File: src/design/mfdu_pkg.sv
// mfdu_pkg: shared types and constants for the motor feedback decode and unwrap block
// used by mfdu_front, mfdu_back and motor_feedback_decode_unwrap_core
// no dependencies
package mfdu_pkg;

    // motor map
    localparam int MOTORS_PER_BUS = 8;
    localparam int BUS_COUNT      = 2;
    localparam int SLOT_COUNT     = MOTORS_PER_BUS * BUS_COUNT;
    localparam int SLOT_W         = (SLOT_COUNT > 1) ? $clog2(SLOT_COUNT) : 1;

    localparam logic [10:0] MOTOR_ID_BASE = 11'h201;

    // encoder turn constants, diff is 17 bits signed
    localparam logic signed [16:0] HALF_TURN     = 17'sd4096;
    localparam logic signed [16:0] NEG_HALF_TURN = -17'sd4096;
    localparam logic signed [16:0] FULL_TURN     = 17'sd8192;

    // queue sizing for both internal queues
    localparam int QUEUE_DEPTH = 4;
    localparam int QPTR_W      = $clog2(QUEUE_DEPTH);
    localparam int QCNT_W      = QPTR_W + 1;

    // frame status codes
    localparam logic STATUS_OK   = 1'b0;
    localparam logic STATUS_DROP = 1'b1;

    // received frame
    typedef struct packed {
        logic        bus_select;
        logic [10:0] std_id;
        logic [7:0]  rx_byte0;
        logic [7:0]  rx_byte1;
        logic [7:0]  rx_byte2;
        logic [7:0]  rx_byte3;
        logic [7:0]  rx_byte4;
        logic [7:0]  rx_byte5;
        logic [7:0]  rx_byte6;
    } frame_t;

    // decoded frame handed from front to back
    typedef struct packed {
        logic              slot_ok;
        logic [SLOT_W-1:0] slot;
        logic [15:0]       angle;
        logic [15:0]       speed;
        logic [15:0]       current;
        logic [7:0]        temp;
    } cmd_t;

    // result item
    typedef struct packed {
        logic [3:0]         motor_slot;
        logic               frame_status;
        logic [15:0]        rotor_angle;
        logic signed [15:0] rotor_speed;
        logic signed [15:0] phase_current;
        logic [7:0]         motor_temp;
        logic signed [31:0] multiturn_angle;
    } result_t;

endpackage

File: src/design/mfdu_front.sv
// mfdu_front: accepts frames, decodes the payload and classifies the motor slot
// holds decoded requests in a short queue for mfdu_back; uses mfdu_pkg
module mfdu_front
    import mfdu_pkg::*;
(
    input  logic   clk,
    input  logic   rst_n,
    input  logic   push,
    output logic   full,
    input  frame_t frame,
    output logic   cmd_valid,
    output cmd_t   cmd,
    input  logic   cmd_take
);

    cmd_t              queue_reg [QUEUE_DEPTH];
    logic [QPTR_W-1:0] wr_ptr_reg;
    logic [QPTR_W-1:0] wr_ptr_next;
    logic [QPTR_W-1:0] rd_ptr_reg;
    logic [QPTR_W-1:0] rd_ptr_next;
    logic [QCNT_W-1:0] count_reg;
    logic [QCNT_W-1:0] count_next;
    logic              push_ok;
    logic              take_ok;
    logic [10:0]       offset;
    logic              in_range;
    cmd_t              decoded;

    // slot classification: identifier offset wraps in 11 bits, so low ids fall out of range
    always_comb
    begin
        offset   = frame.std_id - MOTOR_ID_BASE;
        in_range = (offset < 11'(MOTORS_PER_BUS))
                && (32'(frame.bus_select) < 32'(BUS_COUNT));
        decoded.slot_ok = in_range;
        decoded.slot    = SLOT_W'(SLOT_W'(frame.bus_select) * SLOT_W'(MOTORS_PER_BUS))
                        + SLOT_W'(offset);
        decoded.angle   = {frame.rx_byte0, frame.rx_byte1};
        decoded.speed   = {frame.rx_byte2, frame.rx_byte3};
        decoded.current = {frame.rx_byte4, frame.rx_byte5};
        decoded.temp    = frame.rx_byte6;
    end

    // queue handshake
    assign full      = (count_reg == QCNT_W'(QUEUE_DEPTH));
    assign cmd_valid = (count_reg != '0);
    assign cmd       = queue_reg[rd_ptr_reg];
    assign push_ok   = push && !full;
    assign take_ok   = cmd_take && cmd_valid;

    // pointer and count updates
    always_comb
    begin
        wr_ptr_next = push_ok ? wr_ptr_reg + 1'b1 : wr_ptr_reg;
        rd_ptr_next = take_ok ? rd_ptr_reg + 1'b1 : rd_ptr_reg;
        count_next  = count_reg + QCNT_W'(push_ok) - QCNT_W'(take_ok);
    end

    always_ff @(posedge clk or negedge rst_n)
    begin
        if (!rst_n)
        begin
            wr_ptr_reg <= '0;
            rd_ptr_reg <= '0;
            count_reg  <= '0;
        end
        else
        begin
            wr_ptr_reg <= wr_ptr_next;
            rd_ptr_reg <= rd_ptr_next;
            count_reg  <= count_next;
        end
    end

    // queue storage
    always_ff @(posedge clk)
    begin
        if (push_ok)
        begin
            queue_reg[wr_ptr_reg] <= decoded;
        end
    end

    // queue occupancy stays within its depth
    assert property (@(posedge clk) disable iff (!rst_n)
        count_reg <= QCNT_W'(QUEUE_DEPTH))
        else $error("front queue overfilled");

    // occupancy matches pointer distance
    assert property (@(posedge clk) disable iff (!rst_n)
        QPTR_W'(wr_ptr_reg - rd_ptr_reg) == QPTR_W'(count_reg))
        else $error("front queue pointers disagree with count");

    // a stored request appears at the head when the queue was empty
    assert property (@(posedge clk) disable iff (!rst_n)
        (push_ok && !cmd_valid) |=> (cmd_valid && cmd == $past(decoded)))
        else $error("front queue lost a request");

endmodule

File: src/design/mfdu_back.sv
// mfdu_back: per-motor angle unwrap and multi-turn accumulation, result queue
// takes decoded requests from mfdu_front; uses mfdu_pkg
module mfdu_back
    import mfdu_pkg::*;
(
    input  logic    clk,
    input  logic    rst_n,
    input  logic    cmd_valid,
    input  cmd_t    cmd,
    output logic    cmd_take,
    input  logic    pop,
    output logic    empty,
    output result_t result
);

    logic [15:0]        prev_reg  [SLOT_COUNT];
    logic [31:0]        total_reg [SLOT_COUNT];
    result_t            res_q_reg [QUEUE_DEPTH];
    logic [QPTR_W-1:0]  wr_ptr_reg;
    logic [QPTR_W-1:0]  wr_ptr_next;
    logic [QPTR_W-1:0]  rd_ptr_reg;
    logic [QPTR_W-1:0]  rd_ptr_next;
    logic [QCNT_W-1:0]  count_reg;
    logic [QCNT_W-1:0]  count_next;
    logic               res_full;
    logic               pop_ok;
    logic signed [16:0] diff_raw;
    logic signed [16:0] diff;
    logic [31:0]        total_new;
    result_t            res_new;

    // result queue handshake
    assign res_full = (count_reg == QCNT_W'(QUEUE_DEPTH));
    assign empty    = (count_reg == '0);
    assign result   = res_q_reg[rd_ptr_reg];
    assign pop_ok   = pop && !empty;
    assign cmd_take = cmd_valid && !res_full;

    // unwrap the angle step against the stored angle, then accumulate
    always_comb
    begin
        diff_raw = $signed({1'b0, cmd.angle}) - $signed({1'b0, prev_reg[cmd.slot]});
        if (diff_raw < NEG_HALF_TURN)
        begin
            diff = diff_raw + FULL_TURN;
        end
        else if (diff_raw > HALF_TURN)
        begin
            diff = diff_raw - FULL_TURN;
        end
        else
        begin
            diff = diff_raw;
        end
        total_new = total_reg[cmd.slot] + 32'(diff);
    end

    // build the result item, dropped frames report slot and total as zero
    always_comb
    begin
        res_new.rotor_angle   = cmd.angle;
        res_new.rotor_speed   = $signed(cmd.speed);
        res_new.phase_current = $signed(cmd.current);
        res_new.motor_temp    = cmd.temp;
        if (cmd.slot_ok)
        begin
            res_new.motor_slot      = 4'(cmd.slot);
            res_new.frame_status    = STATUS_OK;
            res_new.multiturn_angle = $signed(total_new);
        end
        else
        begin
            res_new.motor_slot      = '0;
            res_new.frame_status    = STATUS_DROP;
            res_new.multiturn_angle = '0;
        end
    end

    // per-motor state
    always_ff @(posedge clk or negedge rst_n)
    begin
        if (!rst_n)
        begin
            for (int i = 0; i < SLOT_COUNT; i++)
            begin
                prev_reg[i]  <= '0;
                total_reg[i] <= '0;
            end
        end
        else if (cmd_take && cmd.slot_ok)
        begin
            prev_reg[cmd.slot]  <= cmd.angle;
            total_reg[cmd.slot] <= total_new;
        end
    end

    // result queue pointers
    always_comb
    begin
        wr_ptr_next = cmd_take ? wr_ptr_reg + 1'b1 : wr_ptr_reg;
        rd_ptr_next = pop_ok ? rd_ptr_reg + 1'b1 : rd_ptr_reg;
        count_next  = count_reg + QCNT_W'(cmd_take) - QCNT_W'(pop_ok);
    end

    always_ff @(posedge clk or negedge rst_n)
    begin
        if (!rst_n)
        begin
            wr_ptr_reg <= '0;
            rd_ptr_reg <= '0;
            count_reg  <= '0;
        end
        else
        begin
            wr_ptr_reg <= wr_ptr_next;
            rd_ptr_reg <= rd_ptr_next;
            count_reg  <= count_next;
        end
    end

    // result queue storage
    always_ff @(posedge clk)
    begin
        if (cmd_take)
        begin
            res_q_reg[wr_ptr_reg] <= res_new;
        end
    end

    // a taken in-range request leaves its angle as the stored previous angle
    assert property (@(posedge clk) disable iff (!rst_n)
        (cmd_take && cmd.slot_ok) |=> (prev_reg[$past(cmd.slot)] == $past(cmd.angle)))
        else $error("previous angle not updated");

    // dropped requests leave the multi-turn total untouched
    assert property (@(posedge clk) disable iff (!rst_n)
        (cmd_take && !cmd.slot_ok) |=>
            (total_reg[$past(cmd.slot)] == $past(total_reg[cmd.slot])))
        else $error("dropped frame changed motor state");

    // result queue occupancy stays within its depth
    assert property (@(posedge clk) disable iff (!rst_n)
        count_reg <= QCNT_W'(QUEUE_DEPTH))
        else $error("result queue overfilled");

endmodule

File: src/design/motor_feedback_decode_unwrap_core.sv
// motor_feedback_decode_unwrap_core: top level of the motor feedback decoder
// instantiates mfdu_front and mfdu_back; uses mfdu_pkg
//
// Usage
//   Input channel: a frame request is taken at a rising edge with push high and
//   full low. Result channel: while empty is low the oldest result sits on
//   result; it is taken at a rising edge with pop high.
//   Every frame gives exactly one result, in arrival order. Frames whose
//   identifier lies outside the motor range come back with frame_status set,
//   slot and multi-turn angle zero, and leave the motor state alone.
//   Path: a taken frame is stored in the front queue, then passes through the
//   per-motor update into the result queue once that queue has room; only then
//   can its result be popped.
//   Throughput: one frame per cycle while pop keeps the result queue from filling;
//   the per-motor read-modify-write of the stored angle and total is combinational.
//   Reset: clears both queues and sets every stored angle and total to zero.
//   Stalls: if pop stays low the four-entry result queue fills, then the
//   four-entry front queue, after which full rises; nothing is lost.
module motor_feedback_decode_unwrap_core
    import mfdu_pkg::*;
(
    input  logic    clk,
    input  logic    rst_n,
    input  logic    push,
    output logic    full,
    input  frame_t  frame,
    input  logic    pop,
    output logic    empty,
    output result_t result
);

    logic cmd_valid;
    logic cmd_take;
    cmd_t cmd;

    // decode and classify
    mfdu_front u_front (
        .clk       (clk),
        .rst_n     (rst_n),
        .push      (push),
        .full      (full),
        .frame     (frame),
        .cmd_valid (cmd_valid),
        .cmd       (cmd),
        .cmd_take  (cmd_take)
    );

    // unwrap and accumulate
    mfdu_back u_back (
        .clk       (clk),
        .rst_n     (rst_n),
        .cmd_valid (cmd_valid),
        .cmd       (cmd),
        .cmd_take  (cmd_take),
        .pop       (pop),
        .empty     (empty),
        .result    (result)
    );

endmodule

File: config.mk
export PLATFORM = sky130hd
export DESIGN_NAME = motor_feedback_decode_unwrap_core
export DESIGN_NICKNAME = d
export VERILOG_FILES = /design/src/design/mfdu_pkg.sv /design/src/design/mfdu_front.sv /design/src/design/mfdu_back.sv /design/src/design/motor_feedback_decode_unwrap_core.sv
export SDC_FILE = /design/constraint.sdc
export NUM_CORES = 2
export LEC_CHECK = 0
export BUFFER_PORTS_ARGS = -buffer_cell sky130_fd_sc_hd__buf_2
export CORE_MARGIN = 4
export CORE_UTILIZATION = 60
export DETAILED_ROUTE_END_ITERATION = 8
export PLACE_DENSITY = 0.77
export SLEW_MARGIN = 30
export SYNTH_ARGS = -nofsm -noshare
export SYNTH_HDL_FRONTEND = slang
export SYNTH_HIERARCHICAL = 1
export SYNTH_SLANG_ARGS = --single-unit
File: constraint.sdc
create_clock -name clk -period 9.74 [get_ports clk]
set_input_delay 1.461 -clock clk [delete_from_list [all_inputs] [get_ports clk]]
set_output_delay 1.461 -clock clk [all_outputs]
set_load 0.005 [all_outputs]
==> results.json <==
{
  "status": "complete, no violations",
  "r2r_start": "u_front/rd_ptr_reg[1]$_DFFE_PN0P_",
  "yosys_warnings": 6,
  "synthMuxAreaShare": 0.1685,
  "final_nets": 4526,
  "finalSetupViolCount": 0,
  "synth_area_per_cell_um2": 13.88,
  "required_ns": 10.19,
  "ys.flop_type": "dfrtp_1",
  "postCtsResizedCells": 0,
  "grt_usage": 0.3005,
  "r2r_slack_ns": 0.55,
  "clock-sinks": 1398,
  "synth_area_mm2": 0.05951,
  "r2r-end": "u_back/res_q_reg[1][29]$_DFFE_PP_",
  "slowest_delay_ns": 0.80,
  "wl_mm": 154.0,
  "numCtsBuffers": 139,
  "finalHoldViolCount": 0,
  "layout_min_cycle_time_ns": 9.187,
  "finClkSkew_ns": 0.03027,
  "clk_latency_ns": 0.76,
  "syn_inst": 4288,
  "synth.distinct_cells": 75,
  "tightestPinTransition_ns": 1.036,
  "crit_type": "flop to flop",
  "layout-area-overhead-vs-synth_pct": 11.76,
  "gp_congestion": 0.8673,
  "crit_slowest_cell": "mux4_4",
  "largest_reg_flops": 512,
  "synth-compound-area-share": 0.05727,
  "synth.most_common_cell": "nand2_1",
  "clkTransAtPathRegs_ns": 0.06,
  "die-area_mm2": 0.1043,
  "grt_max_degree": 149,
  "rsz0062_at_grt": "false",
  "vias": 37328,
  "synth_seq_cells": 1398,
  "htree_levels": 4,
  "drive_above_1_share": 0.2289,
  "holdCritStartpoint": "u_back/prev_reg[23]$_DFFE_PN0P_",
  "synth-simple-area-share": 0.08799,
  "drt_pass1_iterations": 6,
  "cts_setup_buffers": 0,
  "synth_xor_area_frac": 0.007169,
  "die_width_um": 322.9,
  "hold_depth": 2,
  "grt_pass1_wl_mm": 235.2,
  "path_buf_inv": 6,
  "fillCellCount": 6519,
  "ioPinCount": 167,
  "synth_common_cells": "1107 x nand2_1, 782 x dfrtp_1, 616 x edfxtp_1, 466 x o21ai_0, 393 x mux4_2",
  "hp-class": "flop to flop",
  "drc": 0,
  "synth_top_family_by_area": "multiplexers",
  "numPortBuffers": 166,
  "rr_worst_depth": 29,
  "crit_family": "compound AO/OA/AOI/OAI gates",
  "core-area_mm2": 0.09842,
  "place_hpwl_mm": 85.42,
  "synth_edf_count": 616,
  "via_per_inst": 6.449,
  "fp.dieH_um": 322.9,
  "fp-row-count": 115,
  "synth_adder_area_share": 0.01480,
  "grt_overflow": 0,
  "postCtsHoldBufs": 0,
  "cp-start-kind": "flop",
  "path_common_cell": "inv_1",
  "async_flop_share": 0.5594,
  "min_to": "u_back/prev_reg[23]$_DFFE_PN0P_",
  "synth_area_leader_cell": "dfrtp_1",
  "max_freq_mhz": 108.9,
  "syn-num-nets": 4428,
  "ys_seq_area_frac": 0.6397,
  "grt_pass1_vias": 38318,
  "cts_root_buf": "clkbuf_16",
  "synthTopCellsByArea": "dfrtp_1 33%, edfxtp_1 31%, mux4_2 15%",
  "initial_utilization": 0.6047,
  "drt_iter0_drc": 4205,
  "antenna_left": 0,
  "antenna_found_initial": 6,
  "cp-end-kind": "flop",
  "synth_top_area_share": 0.3288,
  "cts_tree": "built",
  "fin_setup_tns_ns": 0,
  "crit_path_max_fanout": 27,
  "drv_slew": 0,
  "wire_per_inst_um": 26.61,
  "slew_headroom": 0.3079,
  "drv_cap": 0,
  "finalCritPeriodShare": 0.9432,
  "cts_buffer_depth": 3,
  "cp_data_arrival_time_ns": 9.63
}
through the flow:
step	instances	worst slack (ns)	cell area (µm²)	util	hold slack (ns)
2_1_floorplan	4288	1.254	59510	-	0.4406
3_3_place_gp	5525	0.7071	61650	0.6264	0.4530
3_5_place_dp	5528	0.7211	61790	0.6278	0.4579
4_1_cts	5782	0.6734	66360	0.6743	0.4727
5_1_grt	5788	0.06108	66510	0.6758	0.4835
6_report	5788	0.5534	66510	0.6758	0.4685
placed cells by master (no fill, tap or decap), drive strengths merged, types with 21 or more instances in the layout:
master     n
xor2      21
dfrtp    782
clkbuf   195
mux4     396
nor2      76
edfxtp   616
nand2   1108
a21oi     37
o21ai    478
nor3      25
inv       68
ha        64
xnor2     26
and2      23
mux2     101
clkinv    44
buf      251
cell families after synthesis:
group	Yosys count
flip-flops	1398
AND/OR/NAND/NOR	1309
AO/OA/AOI/OAI	613
multiplexers	496
buffers and inverters	357
adder cells (fa/ha/maj)	68
XOR/XNOR	47
cell type report:
type                       count  area (µm²)  share of cell area
inverter                      61       229.0            0.003443
tap                         1287        1610             0.02421
sequential                  1398       38080              0.5725
clock inverter                59       588.1            0.008842
timing repair buffer         251        1659             0.02494
multi-input combinational   2535       20350              0.3060
antenna                        2       5.005          0.00007525
clock buffer                 195        3985             0.05992
worst max-delay path by stage:
stage	start	endpoint	slack (ns)	depth (start not counted)
floorplan	u_front/rd_ptr_reg[0]$_DFFE_PN0P_	u_back/res_q_reg[0][30]$_DFFE_PP_	1.25	34
CTS	u_front/rd_ptr_reg[0]$_DFFE_PN0P_	u_back/res_q_reg[3][29]$_DFFE_PP_	0.67	28
detailed placement	u_front/rd_ptr_reg[0]$_DFFE_PN0P_	u_back/res_q_reg[3][29]$_DFFE_PP_	0.72	28
global route	u_front/rd_ptr_reg[0]$_DFFE_PN0P_	u_back/res_q_reg[3][29]$_DFFE_PP_	0.06	28
finish	u_front/rd_ptr_reg[1]$_DFFE_PN0P_	u_back/res_q_reg[1][29]$_DFFE_PP_	0.55	29
global placement	u_front/rd_ptr_reg[0]$_DFFE_PN0P_	u_back/res_q_reg[2][29]$_DFFE_PP_	0.71	27
layer usage:
| layer | routed length, µm | part of all wire | global-route usage | vias up |
|---|---|---|---|---|
| met1 | 57470 | 0.37 | 0.4061 | 19096 |
| met3 | 12910 | 0.084 | 0.04999 | 461 |
| met5 | 29 | 0.00019 | 0 | - |
| met4 | 7218 | 0.047 | 0.1175 | 4 |
| met2 | 76370 | 0.50 | 0.4989 | 2026 |
| li1 | - | - | - | 15741 |
tightest hold or removal path, delay by kind of cell (launching register included):
kind             cells  cell delay, ns
flip-flops           1            0.33
AND/OR/NAND/NOR      2            0.10
Power is left out: the tool's default activity adds up to more than one toggle a clock period on the data nets, which glitch-free logic cannot reach.
